<file path="src/mcvt_pkg.sv">
package mcvt_pkg;

    localparam int NUM_CHANNELS = 16;
    localparam int CH_IDX_W     = (NUM_CHANNELS > 1) ? $clog2(NUM_CHANNELS) : 1;
    localparam logic [4:0] NUM_CHANNELS_V = 5'(NUM_CHANNELS);

    localparam logic [3:0] CC_STATUS_HI = 4'hB;
    localparam logic [6:0] VOL_CTRL     = 7'd7;
    localparam logic [6:0] VOL_RESET    = 7'd100;
    localparam logic [6:0] MIDI_MAX     = 7'd127;
    localparam logic [6:0] MIDI_MIN     = 7'd1;

    localparam logic KIND_CC     = 1'b0;
    localparam logic KIND_VOLUME = 1'b1;

    // x/127 for x <= 12700: (x * 16514) >> 21
    localparam logic [14:0] RECIP_127 = 15'd16514;
    localparam int          SHIFT_127 = 21;
    // x/100 for x <= 16383: (x * 5243) >> 19
    localparam logic [12:0] RECIP_100 = 13'd5243;
    localparam int          SHIFT_100 = 19;

    typedef enum logic [1:0] {
        REQ_RX_BYTE = 2'd0,
        REQ_SET     = 2'd1,
        REQ_GET     = 2'd2
    } t_req_e;

    typedef struct packed {
        logic       en;
        logic [3:0] ch;
        logic [6:0] vol;
    } t_vol_wr;

    // controller value 0..127 -> percent 0..100
    function automatic logic [6:0] midi_to_percent(input logic [6:0] v);
        logic [13:0] y;
        logic [28:0] p;
        y = (14'(v) << 6) + (14'(v) << 5) + (14'(v) << 2);
        p = 29'(y) * 29'(RECIP_127);
        return p[SHIFT_127 +: 7];
    endfunction

    // percent 0..127 -> controller value clamped to 1..127
    function automatic logic [6:0] percent_to_midi(input logic [6:0] avg);
        logic [13:0] y;
        logic [26:0] p;
        logic [7:0]  q;
        y = (14'(avg) << 7) - 14'(avg);
        p = 27'(y) * 27'(RECIP_100);
        q = p[SHIFT_100 +: 8];
        if (q == 8'd0) begin
            return MIDI_MIN;
        end else if (q > {1'b0, MIDI_MAX}) begin
            return MIDI_MAX;
        end
        return q[6:0];
    endfunction

endpackage

</file>
<file path="src/mcvt_parser.sv">
module mcvt_parser (
    input  logic              i_clk,
    input  logic              i_rst_n,
    input  logic              i_byte_valid,
    input  logic [7:0]        i_byte,
    output mcvt_pkg::t_vol_wr o_vol_wr
);
    import mcvt_pkg::*;

    logic [7:0] r_running_status;
    logic       r_data_count;
    logic [6:0] r_first_byte;
    logic       w_is_cc;

    assign w_is_cc = (r_running_status[7:4] == CC_STATUS_HI);

    always_comb begin
        o_vol_wr.en  = i_byte_valid && !i_byte[7] && w_is_cc && r_data_count
                       && (r_first_byte == VOL_CTRL);
        o_vol_wr.ch  = r_running_status[3:0];
        o_vol_wr.vol = midi_to_percent(i_byte[6:0]);
    end

    always_ff @(posedge i_clk) begin
        if (!i_rst_n) begin
            r_running_status <= 8'd0;
            r_data_count     <= 1'b0;
            r_first_byte     <= 7'd0;
        end else if (i_byte_valid) begin
            if (i_byte[7]) begin
                r_running_status <= i_byte;
                r_data_count     <= 1'b0;
            end else if (w_is_cc) begin
                if (!r_data_count) begin
                    r_first_byte <= i_byte[6:0];
                    r_data_count <= 1'b1;
                end else begin
                    r_data_count <= 1'b0;
                end
            end
        end
    end

    a_count_under_cc: assert property (@(posedge i_clk) disable iff (!i_rst_n)
        r_data_count |-> r_running_status[7:4] == CC_STATUS_HI)
        else $error("data byte pending without control-change status");

    a_status_clears_count: assert property (@(posedge i_clk) disable iff (!i_rst_n)
        i_byte_valid && i_byte[7] |=> !r_data_count && r_running_status == $past(i_byte))
        else $error("status byte not taken as running status");

    a_write_on_pair: assert property (@(posedge i_clk) disable iff (!i_rst_n)
        o_vol_wr.en |=> !r_data_count)
        else $error("data count not cleared after complete pair");

endmodule

</file>
<file path="src/midi_channel_volume_tracker.sv">
// Tracks a percent volume per MIDI channel (reset to 100) from received control-change
// bytes and from set/get requests. One item is accepted per cycle unless the input
// register is stalled. An accepted item waits in the input register until it advances, and
// its result is then loaded into the result register, which drives o_valid. Received
// bytes never produce a result. Throughput drops only while the result register is held
// by a deasserted i_ready.
module midi_channel_volume_tracker (
    input  logic       i_clk,
    input  logic       i_rst_n,
    input  logic       i_valid,
    output logic       o_ready,
    input  logic [1:0] i_req_type,
    input  logic [7:0] i_rx_byte,
    input  logic [3:0] i_channel,
    input  logic [6:0] i_left_level,
    input  logic [6:0] i_right_level,
    output logic       o_valid,
    input  logic       i_ready,
    output logic       o_result_kind,
    output logic [7:0] o_msg_status,
    output logic [6:0] o_msg_controller,
    output logic [6:0] o_msg_value,
    output logic [6:0] o_volume_percent
);
    import mcvt_pkg::*;

    logic       r_in_valid;
    logic [1:0] r_req;
    logic [7:0] r_byte;
    logic [3:0] r_ch;
    logic [6:0] r_left;
    logic [6:0] r_right;

    logic       r_out_valid;
    logic       r_kind;
    logic [7:0] r_status;
    logic [6:0] r_ctrl;
    logic [6:0] r_value;
    logic [6:0] r_pct;

    logic [6:0] r_vol [NUM_CHANNELS];

    logic                w_advance;
    logic                w_ch_ok;
    logic [CH_IDX_W-1:0] w_ch_idx;
    logic [6:0]          w_rd_vol;
    logic [7:0]          w_sum;
    logic [6:0]          w_avg;
    logic                w_has_result;
    logic                w_set_wr;
    logic                w_byte_valid;
    t_vol_wr             w_cc_wr;
    logic                w_cc_ok;
    logic [CH_IDX_W-1:0] w_cc_idx;

    assign w_ch_ok  = {1'b0, r_ch} < NUM_CHANNELS_V;
    assign w_ch_idx = r_ch[CH_IDX_W-1:0];
    assign w_rd_vol = r_vol[w_ch_idx];
    assign w_sum    = {1'b0, r_left} + {1'b0, r_right};
    assign w_avg    = w_sum[7:1];

    always_comb begin
        w_has_result = 1'b0;
        w_set_wr     = 1'b0;
        w_byte_valid = 1'b0;
        case (r_req)
            REQ_RX_BYTE: w_byte_valid = 1'b1;
            REQ_SET: begin
                w_has_result = w_ch_ok;
                w_set_wr     = w_ch_ok;
            end
            REQ_GET: w_has_result = w_ch_ok;
            default: ;
        endcase
    end

    assign w_advance = r_in_valid && (!w_has_result || !r_out_valid || i_ready);
    assign o_ready   = !r_in_valid || w_advance;

    mcvt_parser u_parser (
        .i_clk        (i_clk),
        .i_rst_n      (i_rst_n),
        .i_byte_valid (w_advance && w_byte_valid),
        .i_byte       (r_byte),
        .o_vol_wr     (w_cc_wr)
    );

    assign w_cc_ok  = {1'b0, w_cc_wr.ch} < NUM_CHANNELS_V;
    assign w_cc_idx = w_cc_wr.ch[CH_IDX_W-1:0];

    always_ff @(posedge i_clk) begin
        if (!i_rst_n) begin
            r_in_valid <= 1'b0;
        end else if (o_ready) begin
            r_in_valid <= i_valid;
        end
        if (i_valid && o_ready) begin
            r_req   <= i_req_type;
            r_byte  <= i_rx_byte;
            r_ch    <= i_channel;
            r_left  <= i_left_level;
            r_right <= i_right_level;
        end
    end

    always_ff @(posedge i_clk) begin
        if (!i_rst_n) begin
            for (int i = 0; i < NUM_CHANNELS; i++) begin
                r_vol[i] <= VOL_RESET;
            end
        end else if (w_advance && w_set_wr) begin
            r_vol[w_ch_idx] <= w_avg;
        end else if (w_cc_wr.en && w_cc_ok) begin
            r_vol[w_cc_idx] <= w_cc_wr.vol;
        end
    end

    always_ff @(posedge i_clk) begin
        if (!i_rst_n) begin
            r_out_valid <= 1'b0;
        end else if (w_advance && w_has_result) begin
            r_out_valid <= 1'b1;
        end else if (i_ready) begin
            r_out_valid <= 1'b0;
        end
        if (w_advance && w_has_result) begin
            if (r_req == REQ_SET) begin
                r_kind   <= KIND_CC;
                r_status <= {CC_STATUS_HI, r_ch};
                r_ctrl   <= VOL_CTRL;
                r_value  <= percent_to_midi(w_avg);
                r_pct    <= w_avg;
            end else begin
                r_kind   <= KIND_VOLUME;
                r_status <= 8'd0;
                r_ctrl   <= 7'd0;
                r_value  <= 7'd0;
                r_pct    <= w_rd_vol;
            end
        end
    end

    assign o_valid          = r_out_valid;
    assign o_result_kind    = r_kind;
    assign o_msg_status     = r_status;
    assign o_msg_controller = r_ctrl;
    assign o_msg_value      = r_value;
    assign o_volume_percent = r_pct;

    a_set_result: assert property (@(posedge i_clk) disable iff (!i_rst_n)
        w_advance && r_req == REQ_SET && w_ch_ok
        |=> o_valid && o_result_kind == KIND_CC && o_volume_percent == $past(w_avg))
        else $error("set item did not produce its message");

    a_get_result: assert property (@(posedge i_clk) disable iff (!i_rst_n)
        w_advance && r_req == REQ_GET && w_ch_ok
        |=> o_valid && o_result_kind == KIND_VOLUME && o_volume_percent == $past(w_rd_vol))
        else $error("get item did not return stored volume");

    a_no_spurious: assert property (@(posedge i_clk) disable iff (!i_rst_n)
        w_advance && !w_has_result && !(r_out_valid && !i_ready) |=> !o_valid)
        else $error("result produced by an item that has none");

    a_cc_fields: assert property (@(posedge i_clk) disable iff (!i_rst_n)
        o_valid && o_result_kind == KIND_CC
        |-> o_msg_value != 7'd0 && o_msg_controller == VOL_CTRL
            && o_msg_status[7:4] == CC_STATUS_HI)
        else $error("malformed control-change message");

endmodule

</file>
<file path="config.mk">
export PLATFORM = sky130hd
export DESIGN_NAME = midi_channel_volume_tracker
export DESIGN_NICKNAME = d
export VERILOG_FILES = /design/src/mcvt_pkg.sv /design/src/mcvt_parser.sv /design/src/midi_channel_volume_tracker.sv
export SDC_FILE = /design/constraint.sdc
export NUM_CORES = 1
export LEC_CHECK = 0
export BUFFER_PORTS_ARGS = -buffer_cell sky130_fd_sc_hd__buf_2
export CORE_MARGIN = 4
export CORE_UTILIZATION = 60
export DETAILED_ROUTE_END_ITERATION = 10
export HOLD_SLACK_MARGIN = 0.08
export PLACE_DENSITY = 0.9
export SLEW_MARGIN = 20
export SYNTH_ARGS = -nofsm -noshare
export SYNTH_HDL_FRONTEND = slang
export SYNTH_SLANG_ARGS = --single-unit
</file>
<file path="constraint.sdc">
create_clock -name i_clk -period 10.74 [get_ports i_clk]
set_input_delay 2.148 -clock i_clk [delete_from_list [all_inputs] [get_ports i_clk]]
set_output_delay 2.148 -clock i_clk [all_outputs]
set_load 0.01 [all_outputs]
</file>
=== Word-level counts from Yosys, hierarchy flattened ===
Memories as Yosys holds them, arrays and structs flattened. A register that Yosys moved wholly into a read port is not among the register bits.
Cells that the tools add are included.

* Output and inout port bits: 32
* Memories kept: 1
* Register bits after elaboration: 76
* Input port bits: 32
* RAM bits: 112
* Word-level logic and storage cells: 90

* Reduce and logical (&&, ||, !) cells: 26
* $mul: 2
* Bitwise logic cells: 2
* Order comparisons: 1
* Add/subtract/negate cells: 4
* Eq/ne operators: 4
* Multiplexer cells: 34

{| class="wikitable"
|+ Memory list
! memory !! words !! bits a word !! rd ports !! clocked after memory_dff !! write ports !! line !! RTL
|-
| r_vol || 16 || 7 || 1 || 1 || 16 || midi_channel_volume_tracker.sv:41 || <nowiki>logic [6:0] r_vol [NUM_CHANNELS];</nowiki>
|}

{| class="wikitable"
|+ Operators by type and width
! cell !! number
|-
| 7-bit 2-to-1 mux || 6
|-
| 14-bit by 13-bit multiplier with 27-bit output (second input constant) || 1
|-
| 14-bit by 14-bit multiplier with 27-bit output (second input constant) || 1
|-
| 1-bit 2-to-1 mux || 23
|-
| 13-bit by 12-bit adder with 14-bit output || 1
|-
| 14-bit by 9-bit adder with 14-bit output || 1
|-
| 7-bit OR reduction || 2
|-
| 14-bit by 7-bit subtractor with 14-bit output || 1
|-
| 4-bit 2-to-1 mux || 3
|-
| 1-bit logical AND || 9
|-
| 7-bit by 7-bit adder with 8-bit output || 1
|-
| 8-bit by 7-bit greater-than comparator with 1-bit output (second input constant) || 1
|-
| 8-bit logical NOT || 1
|-
| 8-bit 2-to-1 mux || 1
|-
| 7-bit by 3-bit == test with 1-bit output (second input constant) || 1
|-
| 4-bit == test (second input constant) || 1
|-
| 1-bit logical NOT || 4
|-
| 2-bit AND reduction || 2
|-
| 4-bit AND reduction || 1
|-
| 2-bit nonzero test || 2
|-
| 1-bit logical OR || 3
|-
| 3-bit 2-to-1 mux || 1
|-
| 2-bit by 1-bit == test with 1-bit output (second input constant) || 1
|-
| 2-bit == test (second input constant) || 1
|-
| 3 further kinds || 4
|}

=== Logic depth before layout (Yosys ltp) ===
* Depth after elaboration: 18
* Gate-level depth with buffers: 31
* Gate-level depth less buffers: 31

=== Modules after synthesis ===
Synthesis repeated with hierarchy kept, for this count alone.

* Cell total of the unflattened synthesis: 1,135
* Area total of the unflattened synthesis: 12,961.2 µm²

{| class="wikitable"
|+ Modules (own cells, without submodules)
! module !! cells an instance !! seq. area each (µm²) !! area an instance (µm²) !! times used
|-
| midi_channel_volume_tracker || 946 || 4,924.7 || 11,160.7 || 1
|-
| mcvt_parser || 189 || 320.3 || 1,800.5 || 1
|}

=== Worst setup path before layout ===
No wires, ideal clock.

* Kind: register to register
* From: register r_left[0]
* To: register r_value[0] (netlist: o_msg_value[0]) (data pin)
* Setup slack: 3.114 ns
* Clock period less this slack: 7.626 ns
* Arrival: 7.347 ns
* Library setup time: 0.280 ns
* Data required time: 10.460 ns
* Path buffers: 1
* Stages on the path, launching flop included: 28
* Cells stage by stage: edfxtp_1 and2_1 fa_1 a21o_1 a21oi_2 nor4_1 or3_1 or4_1 buf_2 o21ai_0 inv_1 fa_1 inv_1 ha_1 fa_1 fa_1 inv_1 fa_1 inv_1 ha_1 nand4_1 o22ai_1 nor2_1 o32ai_1 o41a_1 a21oi_1 xnor2_1 a31oi_1

* Cells in the longest elaborated chain, start to end: 9

{| class="wikitable"
|+ Ends and longest elaborated chain
! item !! line !! RTL
|-
| start: declaration || midi_channel_volume_tracker.sv:31 || <nowiki>logic [6:0] r_left;</nowiki>
|-
| start signal: assignment || midi_channel_volume_tracker.sv:101 || <nowiki>r_left <= i_left_level;</nowiki>
|-
| 7-bit by 7-bit adder with 8-bit output (*) || midi_channel_volume_tracker.sv:59 || <nowiki>assign w_sum = {1'b0, r_left} + {1'b0, r_right};</nowiki>
|-
| 14-bit by 7-bit subtractor with 14-bit output (*) || mcvt_pkg.sv:49 || <nowiki>y = (14'(avg) << 7) - 14'(avg);</nowiki>
|-
| 14-bit by 13-bit multiplier with 27-bit output (*) || mcvt_pkg.sv:50 || <nowiki>p = 27'(y) * 27'(RECIP_100);</nowiki>
|-
| 8-bit by 7-bit greater-than comparator with 1-bit output || mcvt_pkg.sv:54 || <nowiki>end else if (q > {1'b0, MIDI_MAX}) begin</nowiki>
|-
| 1-bit 2-to-1 mux || mcvt_pkg.sv:54 ||
|-
| 1-bit 2-to-1 mux || mcvt_pkg.sv:52 || <nowiki>if (q == 8'd0) begin</nowiki>
|-
| 1-bit 2-to-1 mux || midi_channel_volume_tracker.sv:127 || <nowiki>if (r_req == REQ_SET) begin</nowiki>
|-
| 1-bit 2-to-1 mux || midi_channel_volume_tracker.sv:126 || <nowiki>if (w_advance && w_has_result) begin</nowiki>
|-
| 7-bit 2-to-1 mux (*) || mcvt_pkg.sv:57 || <nowiki>return q[6:0];</nowiki>
|-
| end signal: assignment || midi_channel_volume_tracker.sv:131 || <nowiki>r_value <= percent_to_midi(w_avg);</nowiki>
|-
| end: declaration || midi_channel_volume_tracker.sv:38 || <nowiki>logic [6:0] r_value;</nowiki>
|}

Every way passes the cells marked *; elsewhere a longest branch is shown, timed or not. The select of a mux whose other input is x is not followed.
A chain may end at the register's enable or synchronous reset.

=== Worst setup path in the final report ===
Same ends and word-level chain as after synthesis.

==> flow_summary.ini <==
[yosys]
synth_compound_area_frac = 0.0665
postSynthCellCount = 1090
yosys_warnings = 0
seq_area_frac_synth = 0.416
avgSynthCellArea_um2 = 11.6
synth_edf_count = 160
ys.flop_type = edfxtp_1
synth_top_family_by_area = adder cells
synthSimpleGateAreaFrac = 0.106
ys_types = 69
synth_area_um2 = 12600
synth.area.mux_share = 0.0779
synthXorXnorAreaFrac = 0.0249
yosys.area_share.adder = 0.251
synth_seq_cells = 182
synthArstFlopShare = 0

[status]
outcome = finished, final reports clean

[run]
maxCapViolCount = 0

[clock_network]
ctsResizeCount = 0
clk_latency_ps = 440
cts_tree = built
clk_pin_slew_ps = 80
postCtsSetupBuffers = 0
cts_sinks = 182
clock_path_buffers = 2
cts_root_buf = clkbuf_16
cts_inserted_buffers = 17
htreeDepth = 4
postCtsHoldBufs = 0

[finish]
instances_no_fill = 1423
final_net_count = 1386
drive_gt1_frac = 0.130
syn2layout_area_growth_pct = 9.28
fillers = 1377
diodes = 0
final_util = 0.674

[floorplan]
fp.dieArea_um2 = 23400
die_w_um = 153
num_rows = 52
start_util = 0.617
pin_count = 64
coreArea_um2 = 20400
die_height_um = 153

[sta]
worst_slew_pin_slew_ps = 1110
rsz0062_at_grt = no
slew_violations = 0
setup_tns_ps = 0
fmax_mhz = 120
maxSlewHeadroom = 0.258
finalSetupViolCount = 0
clock_skew_ps = 14.9
fin_crit_ps = 8320
setup_ws_ps = 2420
finalHoldViolCount = 0
finalCritPeriodShare = 0.774

[grt]
grt_usage = 0.246
grt_start_max_net_pins = 37
grt_pass1_wl_um = 45700
grt_overflow = 0
first_global_vias = 9081
grt_antenna_before_repair = 0

[route]
drc = 0
drt_pass1_iterations = 5
wirelength_um = 28000
wire_per_inst_um = 19.7
first_iter_violations = 858
ant_nets = 0
num_vias = 8579
post_drt_via_cell_ratio = 6.03

[placed_design]
hpwl_um = 21200
pre_cts_slack_ps = 2250
place_congestion = 0.906
io_buffers = 58
dp.cells = 1391

[worst_setup_path]
arrival_ps = 8480
start_kind = flip-flop
cp_max_fo = 7
critPathRequiredTime_ps = 10900
crit_type = flip-flop to flip-flop
setup.worst_path.end_class = flip-flop

[hold_path]
hold_path_class = flip-flop to flip-flop
## per-stage QoR
step	instance area [µm²]	hold slack (ps)
floorplan	12600	435
global placement	13100	451
detailed placement	13100	481
CTS	13700	497
global route	13800	518
finish	13800	498
## placed cells by master, fill, tap and decap left out, drive strengths merged, types with 5 or more instances in the layout
cell / instances
a21boi: 5
a21o: 16
a21oi: 28
and2: 7
buf: 65
clkbuf: 17
clkinv: 6
conb: 5
dfxtp: 22
edfxtp: 160
fa: 64
ha: 150
inv: 151
mux2i: 16
mux4: 35
nand2: 97
nand2b: 5
nand3: 26
nand4: 6
nor2: 109
nor2b: 19
nor3: 12
o21a: 9
o21ai: 25
o31ai: 5
xnor2: 25
xor2: 10
## path summary, 6_finish.rpt
check / from / to / slack (ps) / depth (start not counted)
setup / recovery: r_left[0] / o_msg_value[0] / 2420 / 27
hold / removal: u_parser.r_running_status[7] / u_parser.r_running_status[7] / 500 / 2
setup reg to reg: r_left[0] / o_msg_value[0] / 2420 / 27
hold reg to reg: u_parser.r_running_status[7] / u_parser.r_running_status[7] / 500 / 2
## cell usage after synthesis, types with 4 or more instances
cell | n | area share
fa_1 | 64 | 0.10
o31ai_1 | 4 | 0.0024
buf_4 | 10 | 0.0060
nand2_1 | 97 | 0.029
and2_1 | 7 | 0.0035
buf_2 | 4 | 0.0016
ha_1 | 150 | 0.15
xor2_1 | 10 | 0.0069
nand2b_1 | 5 | 0.0025
nand4_1 | 6 | 0.0030
o21a_1 | 9 | 0.0054
a21boi_0 | 4 | 0.0024
nor3_1 | 12 | 0.0048
inv_1 | 142 | 0.042
nor2_1 | 109 | 0.032
nor2b_1 | 19 | 0.0094
o21ai_0 | 20 | 0.0079
o21ai_1 | 4 | 0.0016
mux2i_1 | 16 | 0.013
a21oi_1 | 27 | 0.011
o211ai_1 | 4 | 0.0024
a21o_1 | 16 | 0.0095
edfxtp_1 | 160 | 0.38
nand3_1 | 26 | 0.010
xnor2_1 | 24 | 0.017
clkbuf_1 | 21 | 0.0063
mux4_2 | 35 | 0.063
dfxtp_1 | 22 | 0.035
## registers in the layout (all words and copies together), names as in the netlist, 7 cells and up, named ones only
signal and cells:
u_parser.r_first_byte 7, r_byte 8, u_parser.r_running_status 8, o_msg_value 7, r_right 7, o_volume_percent 7
r_vol 112, r_left 7
## logic make-up (layout without fill, tap and decap cells)
kind of cell,after synthesis,in the layout
fa+ha+maj,214,214
other cells,1,5
mux,54,54
xor+xnor,35,35
simple gates,299,299
compound gates,123,123
buf+inv,182,241
flops,182,182
## critical path: stages, from the launching register on
cell	delay [ps]
edfxtp_1	380
and2_1	180
fa_1	410
xor2_1	450
inv_1	250
ha_1	270
inv_1	100
nor3_1	90
xnor2_1	360
nor2_1	540
inv_1	240
fa_1	590
inv_1	50
ha_1	300
fa_1	480
fa_1	540
inv_1	50
fa_1	530
inv_1	40
ha_1	320
nand4_1	130
o22ai_1	200
nor2_1	100
o32ai_1	490
o41a_1	250
a21oi_1	90
xnor2_1	450
a31oi_1	160
## layout make-up
type                       count  area [µm²]  share of cell area
multi-input combinational    730        6680               0.485
tap                          270         338              0.0245
inverter                     144         541              0.0392
sequential                   182        5250               0.381
clock inverter                15         201              0.0146
clock buffer                  17         425              0.0309
timing repair buffer          65         343              0.0249
## routing by layer
metal	wire length (µm)	GRT usage	vias up
met5	0	0	-
met4	932	0.0857	0
met3	2030	0.0438	86
met2	14700	0.445	441
met1	10400	0.297	4139
li1	-	-	3913
Power is not shown: default switching activity piles up to over one toggle a cycle in this logic, so the estimate is an artifact.
